### config.mk
export PLATFORM = sky130hd
export DESIGN_NAME = goertzel_cw_tone_detector_unit
export DESIGN_NICKNAME = d
export VERILOG_FILES = /design/src/hw/rtl/gtd_pkg.sv /design/src/hw/rtl/goertzel_cw_tone_detector_unit.sv /design/src/hw/rtl/gtd_mul.sv
export SDC_FILE = /design/constraint.sdc
export NUM_CORES = 2
export LEC_CHECK = 0
export BUFFER_PORTS_ARGS = -buffer_cell sky130_fd_sc_hd__buf_2
export CAP_MARGIN = 30
export CORE_MARGIN = 3
export CORE_UTILIZATION = 30
export CTS_BUF_LIST = sky130_fd_sc_hd__clkbuf_8
export CTS_CLUSTER_SIZE = 40
export DETAILED_ROUTE_END_ITERATION = 8
export GPL_ROUTABILITY_DRIVEN = 0
export REMOVE_ABC_BUFFERS = 1
export SYNTH_ARGS = -nofsm -noshare
export SYNTH_HDL_FRONTEND = slang
export SYNTH_HIERARCHICAL = 1
export SYNTH_SLANG_ARGS = --single-unit
### constraint.sdc
create_clock -name aclk -period 9 [get_ports aclk]
set_clock_uncertainty 0.1 [all_clocks]
set_input_delay 0.45 -clock aclk [delete_from_list [all_inputs] [get_ports aclk]]
set_output_delay 0.45 -clock aclk [all_outputs]
set_load 0.01 [all_outputs]
### src/hw/rtl/gtd_pkg.sv
// Package for the Goertzel tone detector: sequencer codes, register
// indexes, field widths and the request bundle of the serial multiplier.
// No dependencies.
`timescale 1ns / 1ps

package gtd_pkg;

    // Field and state widths
    localparam int SAMPLE_W   = 16;
    localparam int RECUR_W    = 32;
    localparam int POWER_W    = 64;
    localparam int COUNT_W    = 16;
    localparam int SHIFT_W    = 5;
    localparam int CFG_IDX_W  = 3;
    localparam int CFG_DATA_W = 16;

    // Serial multiplier: one multiplier bit per step
    localparam int MUL_STEPS  = 32;
    localparam int MUL_CNT_W  = 5;

    // Configuration register indexes
    localparam logic [CFG_IDX_W-1:0] REG_COEFFICIENT   = 3'd0;
    localparam logic [CFG_IDX_W-1:0] REG_WINDOW_LENGTH = 3'd1;
    localparam logic [CFG_IDX_W-1:0] REG_ON_SHIFT      = 3'd2;
    localparam logic [CFG_IDX_W-1:0] REG_OFF_SHIFT     = 3'd3;
    localparam logic [CFG_IDX_W-1:0] REG_RISE_SHIFT    = 3'd4;
    localparam logic [CFG_IDX_W-1:0] REG_FALL_SHIFT    = 3'd5;

    // Register values after reset
    localparam logic [COUNT_W-1:0] WINDOW_RESET    = 16'd256;
    localparam logic [SHIFT_W-1:0] ON_SHIFT_RESET   = 5'd3;
    localparam logic [SHIFT_W-1:0] OFF_SHIFT_RESET  = 5'd1;
    localparam logic [SHIFT_W-1:0] RISE_SHIFT_RESET = 5'd6;
    localparam logic [SHIFT_W-1:0] FALL_SHIFT_RESET = 5'd3;

    // Sequencer states
    typedef enum logic [2:0] {
        ST_IDLE,
        ST_MUL_GO,
        ST_MUL_WAIT,
        ST_SEED,
        ST_TRACK,
        ST_STEP,
        ST_DECIDE,
        ST_EMIT
    } state_t;

    // Multiplications issued by the sequencer
    typedef enum logic [2:0] {
        OP_RECUR,
        OP_SCALE,
        OP_SQ1,
        OP_SQ2,
        OP_CROSS
    } mul_op_t;

    // Request to the serial multiplier
    typedef struct packed {
        logic               start;
        logic [RECUR_W-1:0] mcand;
        logic [RECUR_W-1:0] mplier;
    } mul_req_t;

endpackage

### src/hw/rtl/goertzel_cw_tone_detector_unit.sv
// Goertzel tone detector top level: recurrence, power, noise floor and
// hysteresis sequencer. Depends on gtd_pkg and gtd_mul.
`timescale 1ns / 1ps
//
// Usage:
//   Input channel s_valid/s_ready/s_sample carries signed 16-bit samples.
//   Result channel m_valid/m_ready carries m_tone, m_power, m_noise_floor,
//   one transfer per completed window.
//   Configuration: write cfg_wdata to register cfg_index while cfg_wr_en is
//   high; write only while the block is idle.
// Sample flow:
//   Every multiplication runs through one bit-serial multiplier, one bit
//   per cycle over 32 bits. s_ready is low from a sample's transfer until
//   its recurrence product is done, so samples are not overlapped. A
//   sample that closes a window adds four more multiplications and the
//   floor and hysteresis steps before the result register loads and
//   s_ready rises again.
// Reset:
//   aresetn (synchronous, active low) clears the recurrence, sample count,
//   noise floor and tone flag and restores the register defaults.
// Stall:
//   A result waits in the output register while m_ready is low; samples
//   keep being taken. Only when another window closes with the register
//   still full does the sequencer hold until the transfer.

module goertzel_cw_tone_detector_unit #(
    parameter int FRAC_BITS = 13
) (
    input  logic                                  aclk,
    input  logic                                  aresetn,
    input  logic                                  cfg_wr_en,
    input  logic [gtd_pkg::CFG_IDX_W-1:0]         cfg_index,
    input  logic [gtd_pkg::CFG_DATA_W-1:0]        cfg_wdata,
    input  logic                                  s_valid,
    output logic                                  s_ready,
    input  logic signed [gtd_pkg::SAMPLE_W-1:0]   s_sample,
    output logic                                  m_valid,
    input  logic                                  m_ready,
    output logic                                  m_tone,
    output logic signed [gtd_pkg::POWER_W-1:0]    m_power,
    output logic signed [gtd_pkg::POWER_W-1:0]    m_noise_floor
);

    localparam int RW = gtd_pkg::RECUR_W;
    localparam int PW = gtd_pkg::POWER_W;
    localparam int SW = gtd_pkg::SAMPLE_W;
    localparam int CW = gtd_pkg::COUNT_W;

    // Configuration registers
    logic [gtd_pkg::CFG_DATA_W-1:0] coef_reg;
    logic [CW-1:0]                  window_reg;
    logic [gtd_pkg::SHIFT_W-1:0]    on_shift_reg;
    logic [gtd_pkg::SHIFT_W-1:0]    off_shift_reg;
    logic [gtd_pkg::SHIFT_W-1:0]    rise_shift_reg;
    logic [gtd_pkg::SHIFT_W-1:0]    fall_shift_reg;

    // Sequencer
    gtd_pkg::state_t  state_reg, state_next;
    gtd_pkg::mul_op_t op_reg;

    // Datapath state
    logic [SW-1:0] x_reg;
    logic [RW-1:0] prev_reg;
    logic [RW-1:0] prev2_reg;
    logic [RW-1:0] m2_reg;
    logic [CW-1:0] count_reg;
    logic [PW-1:0] pacc_reg;
    logic [PW-1:0] floor_reg;
    logic [PW-1:0] diff_reg;
    logic          tone_reg;

    // Output register
    logic          m_valid_reg;
    logic          m_tone_reg;
    logic [PW-1:0] m_power_reg;
    logic [PW-1:0] m_floor_reg;

    // Multiplier interface
    gtd_pkg::mul_req_t mul_req;
    logic              mul_done;
    logic [PW-1:0]     mul_product;

    // Combinational datapath
    logic [RW-1:0]               scaled_w;
    logic [RW-1:0]               recur_sum;
    logic [CW:0]                 count_inc;
    logic                        win_done;
    logic [gtd_pkg::SHIFT_W-1:0] step_shift;
    logic [PW-1:0]               floor_step;
    logic                        floor_pos;
    logic [PW-1:0]               ref_level;
    logic [PW-1:0]               threshold;
    logic                        tone_hit;
    logic                        emit_free;
    logic                        in_xfer;

    gtd_mul u_mul (
        .aclk    (aclk),
        .aresetn (aresetn),
        .req     (mul_req),
        .done    (mul_done),
        .product (mul_product)
    );

    // Recurrence, window count, floor and threshold arithmetic
    always_comb begin
        scaled_w   = mul_product[FRAC_BITS+RW-1:FRAC_BITS];
        recur_sum  = {{(RW - SW){x_reg[SW-1]}}, x_reg} + scaled_w - prev2_reg;
        count_inc  = {1'b0, count_reg} + 1'b1;
        win_done   = (count_inc >= {1'b0, window_reg});
        step_shift = diff_reg[PW-1] ? fall_shift_reg : rise_shift_reg;
        floor_step = floor_reg + PW'($signed(diff_reg) >>> step_shift);
        floor_pos  = !floor_reg[PW-1] && (|floor_reg);
        ref_level  = floor_pos ? floor_reg : PW'(1);
        threshold  = ref_level << (tone_reg ? off_shift_reg : on_shift_reg);
        tone_hit   = tone_reg ? ($signed(threshold) >= $signed(pacc_reg))
                              : ($signed(pacc_reg) >= $signed(threshold));
        emit_free  = !m_valid_reg || m_ready;
        in_xfer    = s_valid && s_ready;
    end

    // Next state
    always_comb begin
        state_next = state_reg;
        case (state_reg)
            gtd_pkg::ST_IDLE: begin
                if (s_valid) state_next = gtd_pkg::ST_MUL_GO;
            end
            gtd_pkg::ST_MUL_GO: begin
                state_next = gtd_pkg::ST_MUL_WAIT;
            end
            gtd_pkg::ST_MUL_WAIT: begin
                if (mul_done) begin
                    case (op_reg)
                        gtd_pkg::OP_RECUR:
                            state_next = win_done ? gtd_pkg::ST_MUL_GO : gtd_pkg::ST_IDLE;
                        gtd_pkg::OP_CROSS: state_next = gtd_pkg::ST_SEED;
                        default:           state_next = gtd_pkg::ST_MUL_GO;
                    endcase
                end
            end
            gtd_pkg::ST_SEED:   state_next = gtd_pkg::ST_TRACK;
            gtd_pkg::ST_TRACK:  state_next = gtd_pkg::ST_STEP;
            gtd_pkg::ST_STEP:   state_next = gtd_pkg::ST_DECIDE;
            gtd_pkg::ST_DECIDE: state_next = gtd_pkg::ST_EMIT;
            gtd_pkg::ST_EMIT: begin
                if (emit_free) state_next = gtd_pkg::ST_IDLE;
            end
            default: state_next = gtd_pkg::ST_IDLE;
        endcase
    end

    // Sequencer outputs: input ready and multiplier operands
    always_comb begin
        s_ready        = (state_reg == gtd_pkg::ST_IDLE);
        mul_req.start  = (state_reg == gtd_pkg::ST_MUL_GO);
        mul_req.mcand  = prev_reg;
        mul_req.mplier = {{(RW - gtd_pkg::CFG_DATA_W){coef_reg[gtd_pkg::CFG_DATA_W-1]}},
                          coef_reg};
        case (op_reg)
            gtd_pkg::OP_SQ1: begin
                mul_req.mplier = prev_reg;
            end
            gtd_pkg::OP_SQ2: begin
                mul_req.mcand  = prev2_reg;
                mul_req.mplier = prev2_reg;
            end
            gtd_pkg::OP_CROSS: begin
                mul_req.mcand  = m2_reg;
                mul_req.mplier = prev2_reg;
            end
            default: ;
        endcase
    end

    // Configuration writes
    always_ff @(posedge aclk) begin
        if (!aresetn) begin
            coef_reg       <= '0;
            window_reg     <= gtd_pkg::WINDOW_RESET;
            on_shift_reg   <= gtd_pkg::ON_SHIFT_RESET;
            off_shift_reg  <= gtd_pkg::OFF_SHIFT_RESET;
            rise_shift_reg <= gtd_pkg::RISE_SHIFT_RESET;
            fall_shift_reg <= gtd_pkg::FALL_SHIFT_RESET;
        end else if (cfg_wr_en) begin
            case (cfg_index)
                gtd_pkg::REG_COEFFICIENT:   coef_reg       <= cfg_wdata;
                gtd_pkg::REG_WINDOW_LENGTH: window_reg     <= cfg_wdata[CW-1:0];
                gtd_pkg::REG_ON_SHIFT:      on_shift_reg   <= cfg_wdata[gtd_pkg::SHIFT_W-1:0];
                gtd_pkg::REG_OFF_SHIFT:     off_shift_reg  <= cfg_wdata[gtd_pkg::SHIFT_W-1:0];
                gtd_pkg::REG_RISE_SHIFT:    rise_shift_reg <= cfg_wdata[gtd_pkg::SHIFT_W-1:0];
                gtd_pkg::REG_FALL_SHIFT:    fall_shift_reg <= cfg_wdata[gtd_pkg::SHIFT_W-1:0];
                default: ;
            endcase
        end
    end

    // Sequencer state, recurrence, floor and tone
    always_ff @(posedge aclk) begin
        if (!aresetn) begin
            state_reg <= gtd_pkg::ST_IDLE;
            op_reg    <= gtd_pkg::OP_RECUR;
            prev_reg  <= '0;
            prev2_reg <= '0;
            count_reg <= '0;
            floor_reg <= '0;
            tone_reg  <= 1'b0;
        end else begin
            state_reg <= state_next;
            if (in_xfer) op_reg <= gtd_pkg::OP_RECUR;
            if (state_reg == gtd_pkg::ST_MUL_WAIT && mul_done) begin
                case (op_reg)
                    gtd_pkg::OP_RECUR: begin
                        prev2_reg <= prev_reg;
                        prev_reg  <= recur_sum;
                        if (win_done) op_reg <= gtd_pkg::OP_SCALE;
                        else count_reg <= count_inc[CW-1:0];
                    end
                    gtd_pkg::OP_SCALE: op_reg <= gtd_pkg::OP_SQ1;
                    gtd_pkg::OP_SQ1:   op_reg <= gtd_pkg::OP_SQ2;
                    gtd_pkg::OP_SQ2:   op_reg <= gtd_pkg::OP_CROSS;
                    gtd_pkg::OP_CROSS: begin
                        prev_reg  <= '0;
                        prev2_reg <= '0;
                        count_reg <= '0;
                    end
                    default: ;
                endcase
            end
            // Seed the floor when it is not positive
            if (state_reg == gtd_pkg::ST_SEED && !floor_pos) floor_reg <= pacc_reg;
            // Leak the floor toward the power while the tone is off
            if (state_reg == gtd_pkg::ST_STEP && !tone_reg) floor_reg <= floor_step;
            // Switch the flag with hysteresis, at most once per window
            if (state_reg == gtd_pkg::ST_DECIDE && tone_hit) tone_reg <= !tone_reg;
        end
    end

    // Payload registers: sample, scaled value, power and floor error
    always_ff @(posedge aclk) begin
        if (in_xfer) x_reg <= s_sample;
        if (state_reg == gtd_pkg::ST_MUL_WAIT && mul_done) begin
            case (op_reg)
                gtd_pkg::OP_SCALE: m2_reg   <= scaled_w;
                gtd_pkg::OP_SQ1:   pacc_reg <= mul_product;
                gtd_pkg::OP_SQ2:   pacc_reg <= pacc_reg + mul_product;
                gtd_pkg::OP_CROSS: pacc_reg <= pacc_reg - mul_product;
                default: ;
            endcase
        end
        if (state_reg == gtd_pkg::ST_TRACK) diff_reg <= pacc_reg - floor_reg;
    end

    // Output register: load when free, drop after transfer
    always_ff @(posedge aclk) begin
        if (!aresetn) begin
            m_valid_reg <= 1'b0;
        end else if (state_reg == gtd_pkg::ST_EMIT && emit_free) begin
            m_valid_reg <= 1'b1;
        end else if (m_ready) begin
            m_valid_reg <= 1'b0;
        end
    end

    always_ff @(posedge aclk) begin
        if (state_reg == gtd_pkg::ST_EMIT && emit_free) begin
            m_tone_reg  <= tone_reg;
            m_power_reg <= pacc_reg;
            m_floor_reg <= floor_reg;
        end
    end

    assign m_valid       = m_valid_reg;
    assign m_tone        = m_tone_reg;
    assign m_power       = m_power_reg;
    assign m_noise_floor = m_floor_reg;

    // A sample transfer always starts its recurrence product
    a_xfer_starts_mul: assert property (@(posedge aclk) disable iff (!aresetn)
        in_xfer |=> (state_reg == gtd_pkg::ST_MUL_GO && op_reg == gtd_pkg::OP_RECUR))
        else $error("sample transfer did not start the recurrence");

    // Multiplier completions arrive only while the sequencer waits for them
    a_done_in_wait: assert property (@(posedge aclk) disable iff (!aresetn)
        mul_done |-> (state_reg == gtd_pkg::ST_MUL_WAIT))
        else $error("multiplier completion outside wait state");

    // The recurrence and count are clear once the power is formed
    a_window_cleared: assert property (@(posedge aclk) disable iff (!aresetn)
        (state_reg == gtd_pkg::ST_SEED) |->
            (prev_reg == '0 && prev2_reg == '0 && count_reg == '0))
        else $error("recurrence not cleared at window end");

    // A full output register holds the sequencer until the transfer
    a_emit_holds: assert property (@(posedge aclk) disable iff (!aresetn)
        (state_reg == gtd_pkg::ST_EMIT && m_valid_reg && !m_ready) |=>
            (state_reg == gtd_pkg::ST_EMIT && m_valid_reg))
        else $error("result overwritten before transfer");

endmodule

### src/hw/rtl/gtd_mul.sv
// Bit-serial signed 32 x 32 multiplier, one multiplier bit per cycle.
// Depends on gtd_pkg.
`timescale 1ns / 1ps

module gtd_mul (
    input  logic                           aclk,
    input  logic                           aresetn,
    input  gtd_pkg::mul_req_t              req,
    output logic                           done,
    output logic [gtd_pkg::POWER_W-1:0]    product
);

    logic [gtd_pkg::POWER_W-1:0]   mcand_reg;
    logic [gtd_pkg::RECUR_W-1:0]   mplier_reg;
    logic [gtd_pkg::POWER_W-1:0]   acc_reg;
    logic [gtd_pkg::POWER_W-1:0]   acc_next;
    logic [gtd_pkg::POWER_W-1:0]   partial;
    logic [gtd_pkg::MUL_CNT_W-1:0] cnt_reg;
    logic                          run_reg;
    logic                          done_reg;
    logic                          last_step;

    // Add the shifted multiplicand per set bit; the sign bit weighs negative
    always_comb begin
        last_step = (cnt_reg == gtd_pkg::MUL_CNT_W'(gtd_pkg::MUL_STEPS - 1));
        partial   = mplier_reg[0] ? mcand_reg : '0;
        acc_next  = last_step ? (acc_reg - partial) : (acc_reg + partial);
    end

    // Step control
    always_ff @(posedge aclk) begin
        if (!aresetn) begin
            run_reg  <= 1'b0;
            done_reg <= 1'b0;
            cnt_reg  <= '0;
        end else begin
            done_reg <= 1'b0;
            if (req.start) begin
                run_reg <= 1'b1;
                cnt_reg <= '0;
            end else if (run_reg) begin
                cnt_reg <= cnt_reg + 1'b1;
                if (last_step) begin
                    run_reg  <= 1'b0;
                    done_reg <= 1'b1;
                end
            end
        end
    end

    // Operand shift registers and accumulator
    always_ff @(posedge aclk) begin
        if (req.start) begin
            mcand_reg  <= {{(gtd_pkg::POWER_W - gtd_pkg::RECUR_W){req.mcand[gtd_pkg::RECUR_W-1]}},
                           req.mcand};
            mplier_reg <= req.mplier;
            acc_reg    <= '0;
        end else if (run_reg) begin
            mcand_reg  <= mcand_reg << 1;
            mplier_reg <= mplier_reg >> 1;
            acc_reg    <= acc_next;
        end
    end

    assign done    = done_reg;
    assign product = acc_reg;

    // A new product is never requested while one is in progress
    a_no_restart: assert property (@(posedge aclk) disable iff (!aresetn)
        req.start |-> !run_reg)
        else $error("multiplier restarted while running");

    // Completion follows the last step
    a_done_after_run: assert property (@(posedge aclk) disable iff (!aresetn)
        (run_reg && last_step && !req.start) |=> (done_reg && !run_reg))
        else $error("multiplier completion missing");

    // Completion and stepping never overlap
    a_done_idle: assert property (@(posedge aclk) disable iff (!aresetn)
        done_reg |-> !run_reg)
        else $error("multiplier done while running");

endmodule

### After elaboration in Yosys (flattened, before gate mapping)

Cells that the tools add are included.

| operators by class | value |
|---|---|
| add/sub/neg operators | 10 |
| magnitude comparators | 3 |
| equal/unequal tests | 21 |
| shifts and indexed selects | 2 |
| mux-type cells | 35 |
| bitwise operators | 2 |
| reductions and logical operators | 35 |

Operators with widths:

| cell | count |
|---|---|
| 64-bit two-way mux | 7 |
| 32-bit case mux with 2 select lines | 4 |
| 64-bit adder | 3 |
| 64-bit case mux with 3 select lines | 1 |
| 64-bit subtractor | 3 |
| 64-bit >= comparator | 2 |
| 32-bit two-way mux | 2 |
| 64-bit OR reduction | 1 |
| 64-bit by 5-bit << shifter with 64-bit output | 1 |
| 64-bit by 5-bit >>> shifter with 64-bit output | 1 |
| 32-bit adder | 1 |
| 16-bit case mux with 2 select lines | 1 |
| 32-bit subtractor | 1 |
| 3-bit case mux with 8 select lines | 1 |
| 3-bit == test, second input constant | 7 |
| 3-bit by 2-bit == test with 1-bit output, second input constant | 6 |
| 3-bit two-way mux | 6 |
| 2-bit AND reduction | 9 |
| 16-bit by 1-bit adder with 17-bit output, second input constant | 1 |
| 17-bit by 16-bit >= comparator with 1-bit output | 1 |
| 16-bit two-way mux | 1 |
| 3-bit case mux with 4 select lines | 1 |
| 5-bit two-way mux | 2 |
| 3-bit by 1-bit == test with 1-bit output, second input constant | 3 |
| 16 further kinds | 42 |

| word-level totals | value |
|---|---|
| register bits after elaboration | 676 |
| input bits | 40 |
| output and inout port bits | 131 |
| logic and storage cells | 135 |

### Depth between registers and ports, before layout

| depth | value |
|---|---|
| depth in word-level cells | 7 |
| mapped depth | 27 |

### By module

The synthesis kept the hierarchy.

Modules (own cells, without submodules):

| module | instances | cells an instance | area each (sq um) | seq. area each (sq um) |
|---|---|---|---|---|
| goertzel_cw_tone_detector_unit | 1 | 5113 | 42315.6 | 13242.7 |
| gtd_mul | 1 | 1350 | 11817.6 | 4304.1 |

### Least setup slack after synthesis

OpenSTA, ideal clock, no wires.

| timing path | value |
|---|---|
| path kind | register to register |
| start point | register state_reg[2] |
| end point | register m_floor_reg[0], in the netlist m_noise_floor[0], enable pin |
| setup time | 634 ps |
| arrival | 6469 ps |
| data required time | 8266 ps |
| path slack | 1796 ps |
| stages on the path, launching flop included | 4 |
| path buffers | 1 |
| path through | dfxtp_1 clkbuf_1 nand3_1 nor2b_1 |

| between the ends | value |
|---|---|
| longest elaborated chain between the ends | 2 |

Ends and longest elaborated chain:

| what | RTL line | source |
|---|---|---|
| start, declared | goertzel_cw_tone_detector_unit.sv:58 | `gtd_pkg::state_t state_reg, state_next;` |
| start signal, assigned | goertzel_cw_tone_detector_unit.sv:201 | `state_reg <= gtd_pkg::ST_IDLE;` |
| start signal, assigned | goertzel_cw_tone_detector_unit.sv:209 | `state_reg <= state_next;` |
| 3-bit == test | goertzel_cw_tone_detector_unit.sv:266 | `if (state_reg == gtd_pkg::ST_EMIT && emit_free) begin` |
| 1-bit logical AND | goertzel_cw_tone_detector_unit.sv:266 |  |
| end signal, assigned | goertzel_cw_tone_detector_unit.sv:269 | `m_floor_reg <= floor_reg;` |
| end, declared | goertzel_cw_tone_detector_unit.sv:76 | `logic [PW-1:0] m_floor_reg;` |

No other way between the ends.
A chain may end at the register's enable or synchronous reset.

### Final worst setup path

| timing path | value |
|---|---|
| start point | register u_mul/mcand_reg[5] in the netlist's numbering |
| end point | register u_mul.acc_reg (netlist bit u_mul/product[57]) |

| between the ends | value |
|---|---|
| longest elaborated chain between the ends | 3 |

Ends and longest elaborated chain:

| what | RTL line | source |
|---|---|---|
| start, declared | gtd_mul.sv:13 | `logic [gtd_pkg::POWER_W-1:0] mcand_reg;` |
| start signal, assigned | gtd_mul.sv:54 | `mcand_reg <= {{(gtd_pkg::POWER_W - gtd_pkg::RECUR_W){req.mcand[gtd_pkg::RECUR_W-1]}},` |
| start signal, assigned | gtd_mul.sv:59 | `mcand_reg <= mcand_reg << 1;` |
| 64-bit two-way mux * | gtd_mul.sv:26 | `partial = mplier_reg[0] ? mcand_reg : '0;` |
| 64-bit adder / 64-bit subtractor (equally long branches) | gtd_mul.sv:27 | `acc_next = last_step ? (acc_reg - partial) : (acc_reg + partial);` |
| 64-bit two-way mux * | gtd_mul.sv:27 |  |
| end signal, assigned | gtd_mul.sv:61 | `acc_reg <= acc_next;` |
| end, declared | gtd_mul.sv:15 | `logic [gtd_pkg::POWER_W-1:0] acc_reg;` |

Mark *: on every way between the ends. The rest lies on a longest branch, timed or not.

==> metrics.txt <==
status completed; CTS tree built; crit path launch u_mul/mcand_reg[5]; Cell variety after synth 106; Area contributors post-synth edfxtp_1 22%, dfxtp_1 10%, ha_1 8.5%; Final Setup Violations 0; CP max stage cell a21boi_1; H-tree depth 4; P&R area growth vs syn 11.3%; IO buf count 170; WL per Instance 21.4 µm; Worst R2R Start u_mul/mcand_reg[5]; post-synth top area cell edfxtp_1; initial antenna violation count 4; Final Non-Filler Cells approximately 9000; Worst Min Path Start s_sample[7]; crit-path max cell delay 0.69 ns; Clock power frac 24.9%; R2R cell count 19; Lkg Pwr 0.0242 µW; Cells after DPL 8678; crit path capture u_mul/product[57]; Worst path depth 19; Final Hold Viols 0; Max Clk Rate 0.147 GHz; Vias 49861; Comb power frac 43.1%; power density over cell area about 210 nW/µm²; sequential share of power around 32%; vias in the first global route around 47000; Num CTS Buffers 130; DIE AREA 186000 µm²; antenna-violating nets left 0; fraction of layout cells with a size suffix above 1 between 8 and 9%; P_int 7340 µW; Ys Warns 6; actual slew at the worst max-slew pin 1.02 ns; fin nets 6937; clk slew on worst S/H paths approximately 0.06 ns; CTS Buffer Depth 3; RSZ-0062 raised after global routing false; sequential area share after synthesis 32.4%; DRC violations left 0; WL final approximately 190000 µm; worst IR drop on VDD 0.177 mV; number of max-slew violations in the final report 0; Top FF cell, synth edfxtp_1; Horiz. Die Dim 431 µm; Max-cap violations 0; count leader, synth nand2_1; hpwl dp 149000 µm; Clock Sinks 676; Post-Syn Instances 6463; I/O pins about 170; First DRT Iteration DRCs 5979; Die Height 431 µm; gr usage total 19.9%; Post-synth EDFFs 401; flop2flop setup slack 2.17 ns; family with the most delay on the worst path compound AO/OA/AOI/OAI gates; Core Box Area 179000 µm²; post-synthesis cell area 54100 µm²; Tcrit/Tclk final approximately 76%; Period minus WS final 6.83 ns; sw frac 41.1%; CP arrival 7.43 ns; first-pass GRT wire length 287000 µm; setup ws final 2.17 ns; hold depth 2; class of the worst hold path primary input to register; Async SR Flop Fraction 0%; crit-path most repeated cell o21ai_0; top cell type's share of synthesized area 22.2%; P_sw just over 5000 µW; Critical Path Start Type register; pre-CTS worst setup slack 2.38 ns; Worst Path Max Fanout 7; Starting Density between 30% and 40%; CTS root buf clkbuf_8; Post-synth top cells 844 x nand2_1, 620 x a21oi_1, 567 x nor2_1, 401 x edfxtp_1, 385 x mux2i_1; Worst R2R End u_mul/product[57]; cell row count 155; worst-skew pair later-pin latency 0.90 ns; flip-flop and latch count after synthesis 676; Avg Cell Area, Syn approximately 8.4 µm²; crit-path cells or3_4, or4_4, nand2b_1, nand4bb_1, a21oi_1, a21boi_1, a2111oi_0, a21oi_1, ha_1, a31oi_1, o21ai_0, a21oi_1, o21ai_0, o21ai_0, o21ai_0, a31oi_1, o21bai_1, xnor2_1, o21ai_0; first-pass iteration count of the detailed router 8; grt ovf 0; worst rel slew slack 32.1%; Vias/cell ~5.6; largest net degree at the start of global routing 113; Setup crit end kind register; WP data required 9.61 ns; CP bufs+invs 0; setup TNS 0 ns; CP Class register to register
[worst register-to-register path, stage by stage (launching register included)]
cell	delay, ns
edfxtp_1	0.47
or3_4	0.42
or4_4	0.53
nand2b_1	0.19
nand4bb_1	0.21
a21oi_1	0.30
a21boi_1	0.69
a2111oi_0	0.18
a21oi_1	0.19
ha_1	0.31
a31oi_1	0.22
o21ai_0	0.10
a21oi_1	0.35
o21ai_0	0.32
o21ai_0	0.64
o21ai_0	0.48
a31oi_1	0.53
o21bai_1	0.18
xnor2_1	0.15
o21ai_0	0.09
[per-layer routing]
layer	up-vias	share of wire, %	GRT usage, %
met5	-	0.0089	0
met4	2	4.7	9.13
met3	450	7.3	3.17
met2	2186	46	32.1
met1	23741	42	26.0
li1	23482	-	-
[area by class of cell]
cell class | count | area, µm²
Multi-Input combinational cell | 5113 | 34300
Tap cell | 2355 | 2950
Clock inverter | 102 | 672
Inverter | 299 | 1130
Antenna cell | 3 | 7.51
Timing Repair Buffer | 273 | 1760
Clock buffer | 139 | 1910
Fill cell | 18566 | 119000
Sequential cell | 676 | 17500
[metrics by stage]
step | hold slack, ns | total power (µW) | util [%] | area [µm²]
2_1_floorplan | 0.333 | 7950 | - | 52700
3_3_place_gp | 0.343 | 9180 | 32.0 | 57200
3_5_place_dp | 0.348 | 9250 | 32.0 | 57200
4_1_cts | 0.0730 | 12400 | 33.7 | 60200
5_1_grt | 0.129 | 13300 | 33.7 | 60200
6_report | 0.173 | 12500 | 33.7 | 60200
[cells by family after synthesis]
| family | after synthesis | synth area share [%] |
|---|---|---|
| simple gates | 2075 | 17.4 |
| buf+inv | 674 | 4.70 |
| compound gates | 1810 | 21.1 |
| fa+ha+maj | 404 | 9.82 |
| flops | 676 | 32.4 |
| mux | 457 | 8.70 |
| xor+xnor | 367 | 5.94 |
[worst min-delay path by stage]
stage | to
after CTS | x_reg[14]
final | x_reg[7]
after floorplan | coef_reg[15]
after detailed placement | coef_reg[8]
after global placement | coef_reg[4]
after global routing | x_reg[13]
[power groups by stage]
stage	combinational, µW	clock, µW	sequential [µW]
floorplan	4090	0	3860
global placement	5160	0	4020
detailed placement	5220	0	4030
CTS	5270	3200	3970
global route	5930	3330	4010
finish	5370	3100	3980
[timing repair]
item | 4_1_cts | 5_1_grt
hold endpoints to repair | 72 | 0
hold buffers | 37 | 0
resized for setup | 0 | 0
buffers inserted | 0 | 0
[layout by cell type (no fill, tap or decap), drive strengths merged, types with 31 or more instances in the layout]
cell type / Yosys / layout
a211oi: 76 / 76
a21o: 221 / 221
a21oi: 622 / 622
a22oi: 110 / 110
a31oi: 65 / 65
and2: 36 / 36
and3: 51 / 51
buf: 62 / 236
clkbuf: 313 / 139
clkinv: 1 / 31
dfxtp: 275 / 275
dlygate4sd3: 0 / 37
edfxtp: 401 / 401
fa: 35 / 35
ha: 369 / 369
inv: 298 / 360
mux2: 68 / 68
mux2i: 385 / 385
nand2: 846 / 846
nand2b: 59 / 59
nand3: 157 / 157
nand4: 103 / 103
nor2: 568 / 568
nor2b: 44 / 44
nor3: 68 / 68
nor4: 41 / 41
o211ai: 48 / 48
o21a: 32 / 32
o21ai: 351 / 351
o21bai: 56 / 56
o31ai: 36 / 36
xnor2: 216 / 216
xor2: 151 / 151
Power figures use the tool's default switching activity.
